==> config.mk <==
export PLATFORM = sky130hd
export DESIGN_NAME = s2f_cfg
export DESIGN_NICKNAME = d
export VERILOG_FILES = /design/src/hw/rtl/s2f_pkg.sv /design/src/hw/rtl/s2f_cfg.sv
export SDC_FILE = /design/constraint.sdc
export NUM_CORES = 1
export LEC_CHECK = 0
export ABC_AREA = 1
export ABC_CLOCK_PERIOD_IN_PS = 1050
export BUFFER_PORTS_ARGS = -buffer_cell sky130_fd_sc_hd__buf_4
export CORE_AREA = 2 2 150 152
export DETAILED_ROUTE_END_ITERATION = 7
export DIE_AREA = 0 0 152 154
export PLACE_DENSITY = 0.79
export SLEW_MARGIN = 5
export SYNTH_ARGS = -nofsm -noshare
export SYNTH_HDL_FRONTEND = slang
export SYNTH_SLANG_ARGS = --single-unit
==> constraint.sdc <==
create_clock -name clk -period 1.05 [get_ports clk]
set_input_delay 0.105 -clock clk [delete_from_list [all_inputs] [get_ports clk]]
set_output_delay 0.105 -clock clk [all_outputs]
set_load 0.01 [all_outputs]
==> src/hw/rtl/s2f_pkg.sv <==
package s2f_pkg;

  localparam int MaxWidth   = 1024;
  localparam int MaxRowTaps = 8;
  localparam int MaxColTaps = 8;
  localparam int Lines      = MaxColTaps - 1;
  localparam int LineMod    = (Lines > 0) ? Lines : 1;
  localparam int ColW       = $clog2(MaxWidth);
  localparam int SlotW      = (LineMod > 1) ? $clog2(LineMod) : 1;
  localparam int RowW       = 12;

  localparam logic [2:0] REG_ROW_LO   = 3'd0;
  localparam logic [2:0] REG_ROW_HI   = 3'd1;
  localparam logic [2:0] REG_COL_LO   = 3'd2;
  localparam logic [2:0] REG_COL_HI   = 3'd3;
  localparam logic [2:0] REG_ROW_TAPS = 3'd4;
  localparam logic [2:0] REG_COL_TAPS = 3'd5;
  localparam logic [2:0] REG_WIDTH    = 3'd6;
  localparam logic [2:0] REG_ADD_MODE = 3'd7;

  typedef struct packed {
    logic signed [31:0] sample;
    logic signed [31:0] prior_value;
    logic               frame_start;
  } in_item_t;

  typedef struct packed {
    logic signed [31:0] filtered_value;
    logic [11:0]        out_row;
    logic [9:0]         out_col;
  } out_item_t;

  typedef struct packed {
    logic [127:0] row_coeffs;
    logic [127:0] col_coeffs;
    logic [3:0]   row_taps;
    logic [3:0]   col_taps;
    logic [10:0]  width;
    logic         add_mode;
  } cfg_t;

  function automatic logic [3:0] clamp_taps(input logic [3:0] r, input int maxp);
    logic [3:0] t;
    t = r;
    if (t == 4'd0) t = 4'd1;
    if (t > 4'd8) t = 4'd8;
    if (int'(t) > maxp) t = 4'(maxp);
    return t;
  endfunction

  function automatic logic signed [15:0] tap_of(input logic [127:0] c, input logic [2:0] i);
    return c[{i, 4'b0000} +: 16];
  endfunction

  // round Q.30 to Q16.16: floor((v + 2^13) / 2^14)
  function automatic logic signed [51:0] round_q30(input logic signed [65:0] v);
    logic signed [65:0] t;
    t = v + 66'sd8192;
    return 52'(t >>> 14);
  endfunction

  function automatic logic signed [31:0] sat32(input logic signed [52:0] v);
    if (v > 53'sd2147483647) return 32'sh7fffffff;
    if (v < -53'sd2147483648) return 32'sh80000000;
    return v[31:0];
  endfunction

endpackage

==> src/hw/rtl/s2f_cfg.sv <==
module s2f_cfg (
  input  logic            clk,
  input  logic            rst,
  input  logic            cfg_we,
  input  logic [2:0]      cfg_index,
  input  logic [63:0]     cfg_data,
  output s2f_pkg::cfg_t   cfg
);
  import s2f_pkg::*;

  always_ff @(posedge clk) begin
    if (rst) begin
      cfg.row_coeffs <= '0;
      cfg.col_coeffs <= '0;
      cfg.row_taps   <= 4'd1;
      cfg.col_taps   <= 4'd1;
      cfg.width      <= 11'd1024;
      cfg.add_mode   <= 1'b0;
    end else if (cfg_we) begin
      unique case (cfg_index)
        REG_ROW_LO:   cfg.row_coeffs[63:0]   <= cfg_data;
        REG_ROW_HI:   cfg.row_coeffs[127:64] <= cfg_data;
        REG_COL_LO:   cfg.col_coeffs[63:0]   <= cfg_data;
        REG_COL_HI:   cfg.col_coeffs[127:64] <= cfg_data;
        REG_ROW_TAPS: cfg.row_taps <= cfg_data[3:0];
        REG_COL_TAPS: cfg.col_taps <= cfg_data[3:0];
        REG_WIDTH:    cfg.width    <= cfg_data[10:0];
        REG_ADD_MODE: cfg.add_mode <= cfg_data[0];
        default: ;
      endcase
    end
  end
endmodule

After elaboration in Yosys (flattened, before gate mapping)
Index checks and enable logic that the tools add are counted.
{ "totals": {"ff_bits": 276, "input_bits": 70, "out_inout_bits": 276, "word_cells": 24} }
{ "classes": {"eq_ne": 7, "reduce_logical": 9} }
{ "op_table": {"columns": ["operator", "count"], "rows": [
  ["$reduce_and 2->1", 8],
  ["$eq 3x3->1 const B", 4],
  ["$eq 3x2->1 const B", 2],
  ["$eq 3x1->1 const B", 1],
  ["$logic_not 3->1", 1]
]} }

Depth between registers and ports, before layout
Gate-level depths: netlist of the first run.
{ "logic_depth": {"depth_word": 2, "mapped_depth": 7, "ltp_nobuf": 5} }

Least setup slack after synthesis of the first run
Ideal clock, no wire load.
{ "synth_timing": {"kind": "input to register", "startpoint": "in cfg_index[1]", "endpoint": "reg cfg[158] (netlist bit)", "setup_ns": 0.113, "t_arrival_ns": 0.826, "required_ns": 0.937, "setup_slack_ns": 0.111, "stages": 6, "cell_sequence": "nor2_1 buf_2 buf_2 nand3_1 nand2_1 nor2_1"} }
{ "synth_via": {"elab_chain_len": 2} }
{ "synth_rtl": {"columns": ["element", "line_no", "text"], "rows": [
  ["start, declared", "s2f_cfg.sv:5", "input logic [2:0] cfg_index,"],
  ["$logic_not 3->1", "s2f_cfg.sv:20", "unique case (cfg_index)"],
  ["$reduce_and 2->1 (no line)", null, null],
  ["end, declared", "s2f_cfg.sv:7", "output s2f_pkg::cfg_t cfg"]
]} }
No other way between the ends.
A chain may end at the register's enable or synchronous reset.

Worst setup path after layout of the first run
{ "layout_timing": {"startpoint": "reg cfg[127] (netlist bit)", "endpoint": "out cfg[127] (netlist bit)"} }
No word-level cell between the ends.

==> metrics, run 1 <==
outcome finished, violations left; violated checks setup timing; peak supply drop 1.09 mV; WP data required 0.94 ns; FMAX 901 MHz; WP data arrival 1.00 ns; Post-synth top cells 554 x nor2_1, 282 x nand2_1, 276 x dfxtp_1; final period utilization 106%; Clock Sinks 276; share of flip-flops with an asynchronous set or reset 0%; final hold vios 0; final weighted congestion in routability-driven placement 0.860; Initial Util 50.2%; vias after detailed routing 12.5k; TritonRoute pass-1 iters 6; Global Route Usage Sum 33.0%; Yosys reg bits 276; EDFF count, synth 0; worst-path cell chain buf_6; area share of the largest cell type after synthesis 50.7%; fin util 79.8%; count of cell types in the netlist 14; Die ar. 23400 µm²; CP max stage delay 0.36 ns; CTS max path bufs 3; Routed met3 length 4.02 mm; HP Class in -> reg; Crit Reg-Reg Startpoint cfg[106]$_SDFFE_PP0P_; Detailed Route WL 41.7 mm; Slowest cell on crit path dfxtp_2; Top reg by flops cfg; nets 2063; IO buf count 345; Post-DRT Antenna Nets 0; area leader, netlist dfxtp_1; Die Y 154 µm; Synth Net Count 1648; WL/cell 18.2 µm; worst path buffer plus inverter count 1; most area-consuming cells after synthesis dfxtp_1 51%, nor2_1 19%, nand3_1 13%, nand2_1 9.7%, buf_2 3.3%; # setup viols final 276; Synth warnings 0; CTS tree done; DRC viols 0; HP Start cfg_index[0]; max reg flops 276; Filler cells 1280; slew at the pin with the worst max-slew slack 0.812 ns; worst-path fanout max 2; first-pass GRT wire length 63.3 mm; CTS Buf Count 28; H-tree depth 1; slew margin rel. 45.7%; initial antenna violation count 1; count leader, synth nor2_1; row cnt 54; Area growth syn-to-layout 58.8%; CP Launch Type flop; register area share after synthesis 50.7%; Worst-Skew Late Latency 0.53 ns; RSZ-0062 raised after global routing yes; Setup crit end kind output port; Fin Clk Skew 0 ns; 1st-iter DRT viols 1106; Core ar. 21700 µm²; post-route setup slack -0.0600 ns; mapped cell area 10900 µm²; CTS root buf clkbuf_16; Detail Placement HPWL 23.8 mm; Max-Cap Viols 0; DR vias/cell 5.47; pwr dens 1410 nW/µm²; WS Path Type reg -> out; layout cell share with drive strength beyond 1 37.9%; CP startpoint cfg[127]$_SDFFE_PP0P_; overall power 24.4 mW; global route overflow 0; DR WL met2 20.5 mm; Main synth FF type dfxtp_1; DIE WIDTH 152 µm; pin count of the biggest net entering global routing 91; highest metal used met4; Clock Pin Slew Worst Setup and Hold Paths 0.06 ns; Top Registers cfg: 276 flops; syn_area_per_cell 6.90 µm²; vias in the first global route 12.1k; met1 wire length 14.6 mm; Final Critical Period 1.11 ns; Slew Viols, Final 0; I/O pin count 346; Leak Pwr 7.95 nW; gate count after technology mapping 1578; CP delay by family, top flip-flops
[routing by layer]
| metal | vias to the layer above | global-route usage, % |
|---|---|---|
| li1 | 5718 | - |
| met1 | 5738 | 38.2 |
| met2 | 878 | 57.7 |
| met3 | 202 | 6.74 |
| met4 | 0 | 17.4 |
| met5 | - | 0 |
[cell usage in the layout, fill, tap and decap left out, types with 24 or more instances in the layout]
cell type      Yosys  layout
dfxtp_2            0     276
inv_1             68      68
buf_6              0     276
buf_4              3     131
nand2_1          282     282
nor2_1           554     550
nand3_1          275     275
dlygate4sd3_1      0      61
buf_12             0      24
clkbuf_16          0      31
[worst min-delay path, stage by stage]
cell	delay (ns)
buf_4	0.10
inv_2	0.04
nand2_1	0.12
o21ai_0	0.10
nand3_1	0.08
[area by class of cell]
type | count | area, µm² | area share, %
Sequential cell | 276 | 5870 | 33.9
Timing Repair Buffer | 497 | 5320 | 30.7
Multi-Input combinational cell | 1119 | 4610 | 26.7
Clock buffer | 42 | 815 | 4.71
Tap cell | 280 | 350 | 2.03
Inverter | 71 | 279 | 1.61
Clock inverter | 6 | 55.1 | 0.318
Antenna cell | 1 | 2.50 | 0.0145
[path summary, 6_finish.rpt]
kind	end	slack, ns	cells after the start
min	cfg[11]$_SDFFE_PP1P_	0.03	5
max	cfg[127]	-0.06	1
max reg2reg	cfg[106]$_SDFFE_PP0P_	0.12	4
min reg2reg	cfg[164]$_SDFFE_PP0P_	0.49	2
[report_power, final]
| part | internal [mW] | total (mW) | switching (mW) | leakage, nW |
|---|---|---|---|---|
| Clock | 5.55 | 9.62 | 4.07 | 0.430 |
| Combinational | 1.69 | 3.58 | 1.89 | 5.15 |
| Sequential | 10.9 | 11.2 | 0.297 | 2.37 |
[repair_timing]
item                                    CTS  global route
hold buffers                             61             0
cloned                                    0             2
hold endpoints to repair                232             0
gates resized for setup                 552             4
endpoints found under the setup margin  276           286
buffers inserted                         19            23
[per-stage QoR]
step / TNS (ns) / hold slack, ns / area (µm²) / setup slack (ns) / std cells
5_1_grt: -16.05 / 0.0589 / 17300 / -0.0872 / 2292
4_1_cts: -10.19 / 0.00525 / 17000 / -0.0626 / 2266
6_report: -8.13 / 0.0309 / 17300 / -0.0600 / 2292
2_1_floorplan: 0 / 0.231 / 10900 / 0.111 / 1578
3_3_place_gp: -27.13 / 0.340 / 14000 / -0.214 / 2138
3_5_place_dp: -36.19 / 0.347 / 14000 / -0.231 / 2138
[logic make-up after synthesis]
group | share of synthesized area [%]
AO/OA/AOI/OAI | 0.138
buffers and inverters | 7.22
AND/OR/NAND/NOR | 41.9
flip-flops | 50.7
(Power assumes the default switching activity.)
==> run 2: changes to the inputs <==
Settings changed: CORE_AREA 2 2 150 152 to 2 2 143 159, DIE_AREA 0 0 152 154 to 0 0 145 161, MAX_ROUTING_LAYER from default to met4.
==> metrics, run 2 (same netlist as run 1, synthesis figures left out) <==
CTS max path bufs 3 (unchanged); worst-path cell chain buf_6; number of cells on the critical path 1 (unchanged); Detail Placement HPWL 24.1 mm (+1.6%); CP delay by family, top flip-flops; DRC viols 1 (+1); outcome finished, violations left; TritonRoute pass-1 iters 8 (+2); HP Class in -> reg; NetSw 6.75 mW (+7.8%); CP startpoint cfg[49]$_SDFFE_PP0P_; Die Y 161 µm (+4.5%); WP data required 0.94 ns (about the same); peak supply drop 1.13 mV (+3.7%); Pint 19.1 mW (+5.3%); final period utilization 108% (+2.1 points); Setup crit end kind output port; worst path buffer plus inverter count 1 (unchanged); Initial Util 50.1% (-0.15 points); Worst-Skew Late Latency 0.54 ns (about the same); Max-Cap Viols 0 (unchanged); WP data arrival 1.03 ns (+0.03 ns); row cnt 57 (+5.6%); WL/cell 19.6 µm (+7.7%); final hold vios 0 (unchanged); # setup viols final 278 (+0.72%); Slowest cell on crit path dfxtp_4; CTS Buf Count 29 (+3.6%); crit path capture cfg[49]; Area growth syn-to-layout 63.8%; most common cell after layout, fill and taps aside nor2_1; violated checks DRC, setup timing; worst-path fanout max 2 (unchanged); slew margin rel. 43.2% (-2.4 points); Top reg by flops cfg; Logic pwr share 14.7% (about the same); worst reg-to-reg path cell count 3 (-1); Placed Area 14300 µm² (+1.7%); DIE WIDTH 145 µm (-4.6%); WS Path Type reg -> out; Crit Reg-Reg Startpoint cfg[102]$_SDFFE_PP0P_; final weighted congestion in routability-driven placement 0.854 (-0.69%); FMAX 883 MHz (-1.9%); pre-CTS worst setup slack -0.203 ns (+0.0283 ns); Clock Pin Slew Worst Setup and Hold Paths 0.07 ns (about the same); Die ar. 23300 µm² (-0.27%); Clock Power Share 41.9% (+2.5 points); RSZ-0062 raised after global routing yes; CTS tree done; commonest cells after routing, fill and taps aside 550 x nor2_1, 282 x nand2_1, 278 x buf_6; CP Launch Type flop; Core ar. 21800 µm² (+0.29%); pwr dens 1450 nW/µm² (+2.7%); CTS root buf clkbuf_16; vias in the first global route 12.7k (+5.1%); Detailed Route WL 46.1 mm (+11%); post-route setup slack -0.0819 ns (-0.0219 ns); Top Registers cfg: 276 flops; nets 2106 (+2.1%); Fin Clk Skew 0 ns (unchanged); Slew Viols, Final 0 (unchanged); layout cell share with drive strength beyond 1 39.8% (+1.9 points); slew at the pin with the worst max-slew slack 0.848 ns (+0.0363 ns); first-pass GRT wire length 66.9 mm (+5.7%); IO buf count 345 (unchanged); CP max stage delay 0.36 ns (about the same); Global Route Usage Sum 36.5% (+3.5 points); register share of total power 43.4% (-2.5 points); Clock Sinks 276 (unchanged); vias after detailed routing 13.2k (+5.5%); Leak Pwr 8.25 nW (+3.8%); sw frac 26.1% (+0.46 points); Final Critical Period 1.13 ns (+0.0219 ns); Post-DRT Antenna Nets 0 (unchanged); H-tree depth 1 (unchanged); pin count of the biggest net entering global routing 59 (-35%); Worst R2R End cfg[102]$_SDFFE_PP0P_; I/O pin count 346 (unchanged); max reg flops 276 (unchanged); Final Instance Area 17800 µm² (+3.1%); initial antenna violation count 2 (+1); internal reg-to-reg setup slack 0.14 ns (+0.02 ns); DR vias/cell 5.62 (+2.7%); global route overflow 0 (unchanged); 1st-iter DRT viols 1380 (+25%)
run 2: how the worst min path moves through the flow:
stage / start / end / slack, ns / cells after the start
3_3_place_gp: cfg_data[0] / cfg[12]$_SDFFE_PP1P_ / 0.35 / 3
4_1_cts: cfg_data[6] / cfg[218]$_SDFFE_PP0P_ / 0.006 / 5
2_1_floorplan: cfg_data[10] / cfg[11]$_SDFFE_PP1P_ / 0.23 / 2
6_report: cfg_data[6] / cfg[7]$_SDFFE_PP0P_ / 0.04 / 5
5_1_grt: cfg_data[34] / cfg[182]$_SDFFE_PP0P_ / 0.05 / 5
3_5_place_dp: cfg_data[0] / cfg[16]$_SDFFE_PP1P_ / 0.36 / 3
run 2: through the flow:
step           cells  hold WS [ns]  setup TNS, ns  power (mW)  utilization [%]
2_1_floorplan   1578         0.231              0        12.8                -
3_3_place_gp    2172         0.351         -18.21        14.2             65.6
3_5_place_dp    2172         0.358         -26.52        14.3             65.6
4_1_cts         2317       0.00588         -12.77        25.4             80.5
5_1_grt         2355        0.0488         -16.73        26.6             82.0
6_report        2355        0.0363         -11.11        25.9             82.0
run 2: layout make-up:
type	instances	area [µm²]
diodes	2	5.00
clock buffers	39	853
clock inverters	14	156
fillers	1173	3910
inverters	71	279
multi-input cells	1119	4610
flip-flops and latches	276	5880
well taps	295	369
repair buffers	539	5690
run 2: per-layer routing:
| layer | track usage [%] | up-vias | part of all wire (%) |
|---|---|---|---|
| li1 | - | 5817 | - |
| met1 | 38.4 | 6025 | 33 |
| met2 | 61.8 | 1078 | 49 |
| met3 | 7.29 | 306 | 10 |
| met4 | 25.9 | 0 | 7.6 |
| met5 | - | - | 0 |
run 2: timing repair:
item | CTS | global route
buffers inserted | 32 | 35
hold buffers | 60 | 0
endpoints found under the hold margin | 233 | 0
resized for setup | 552 | 9
endpoints found under the setup margin | 276 | 314
gates cloned | 0 | 1
run 2: power by group through the flow:
stage	Clock, mW	Combinational [mW]	Sequential [mW]
floorplan	0	1.37	11.4
global placement	0	2.94	11.3
detailed placement	0	3.00	11.3
CTS	10.8	3.48	11.2
global route	11.3	4.02	11.2
finish	10.8	3.81	11.2
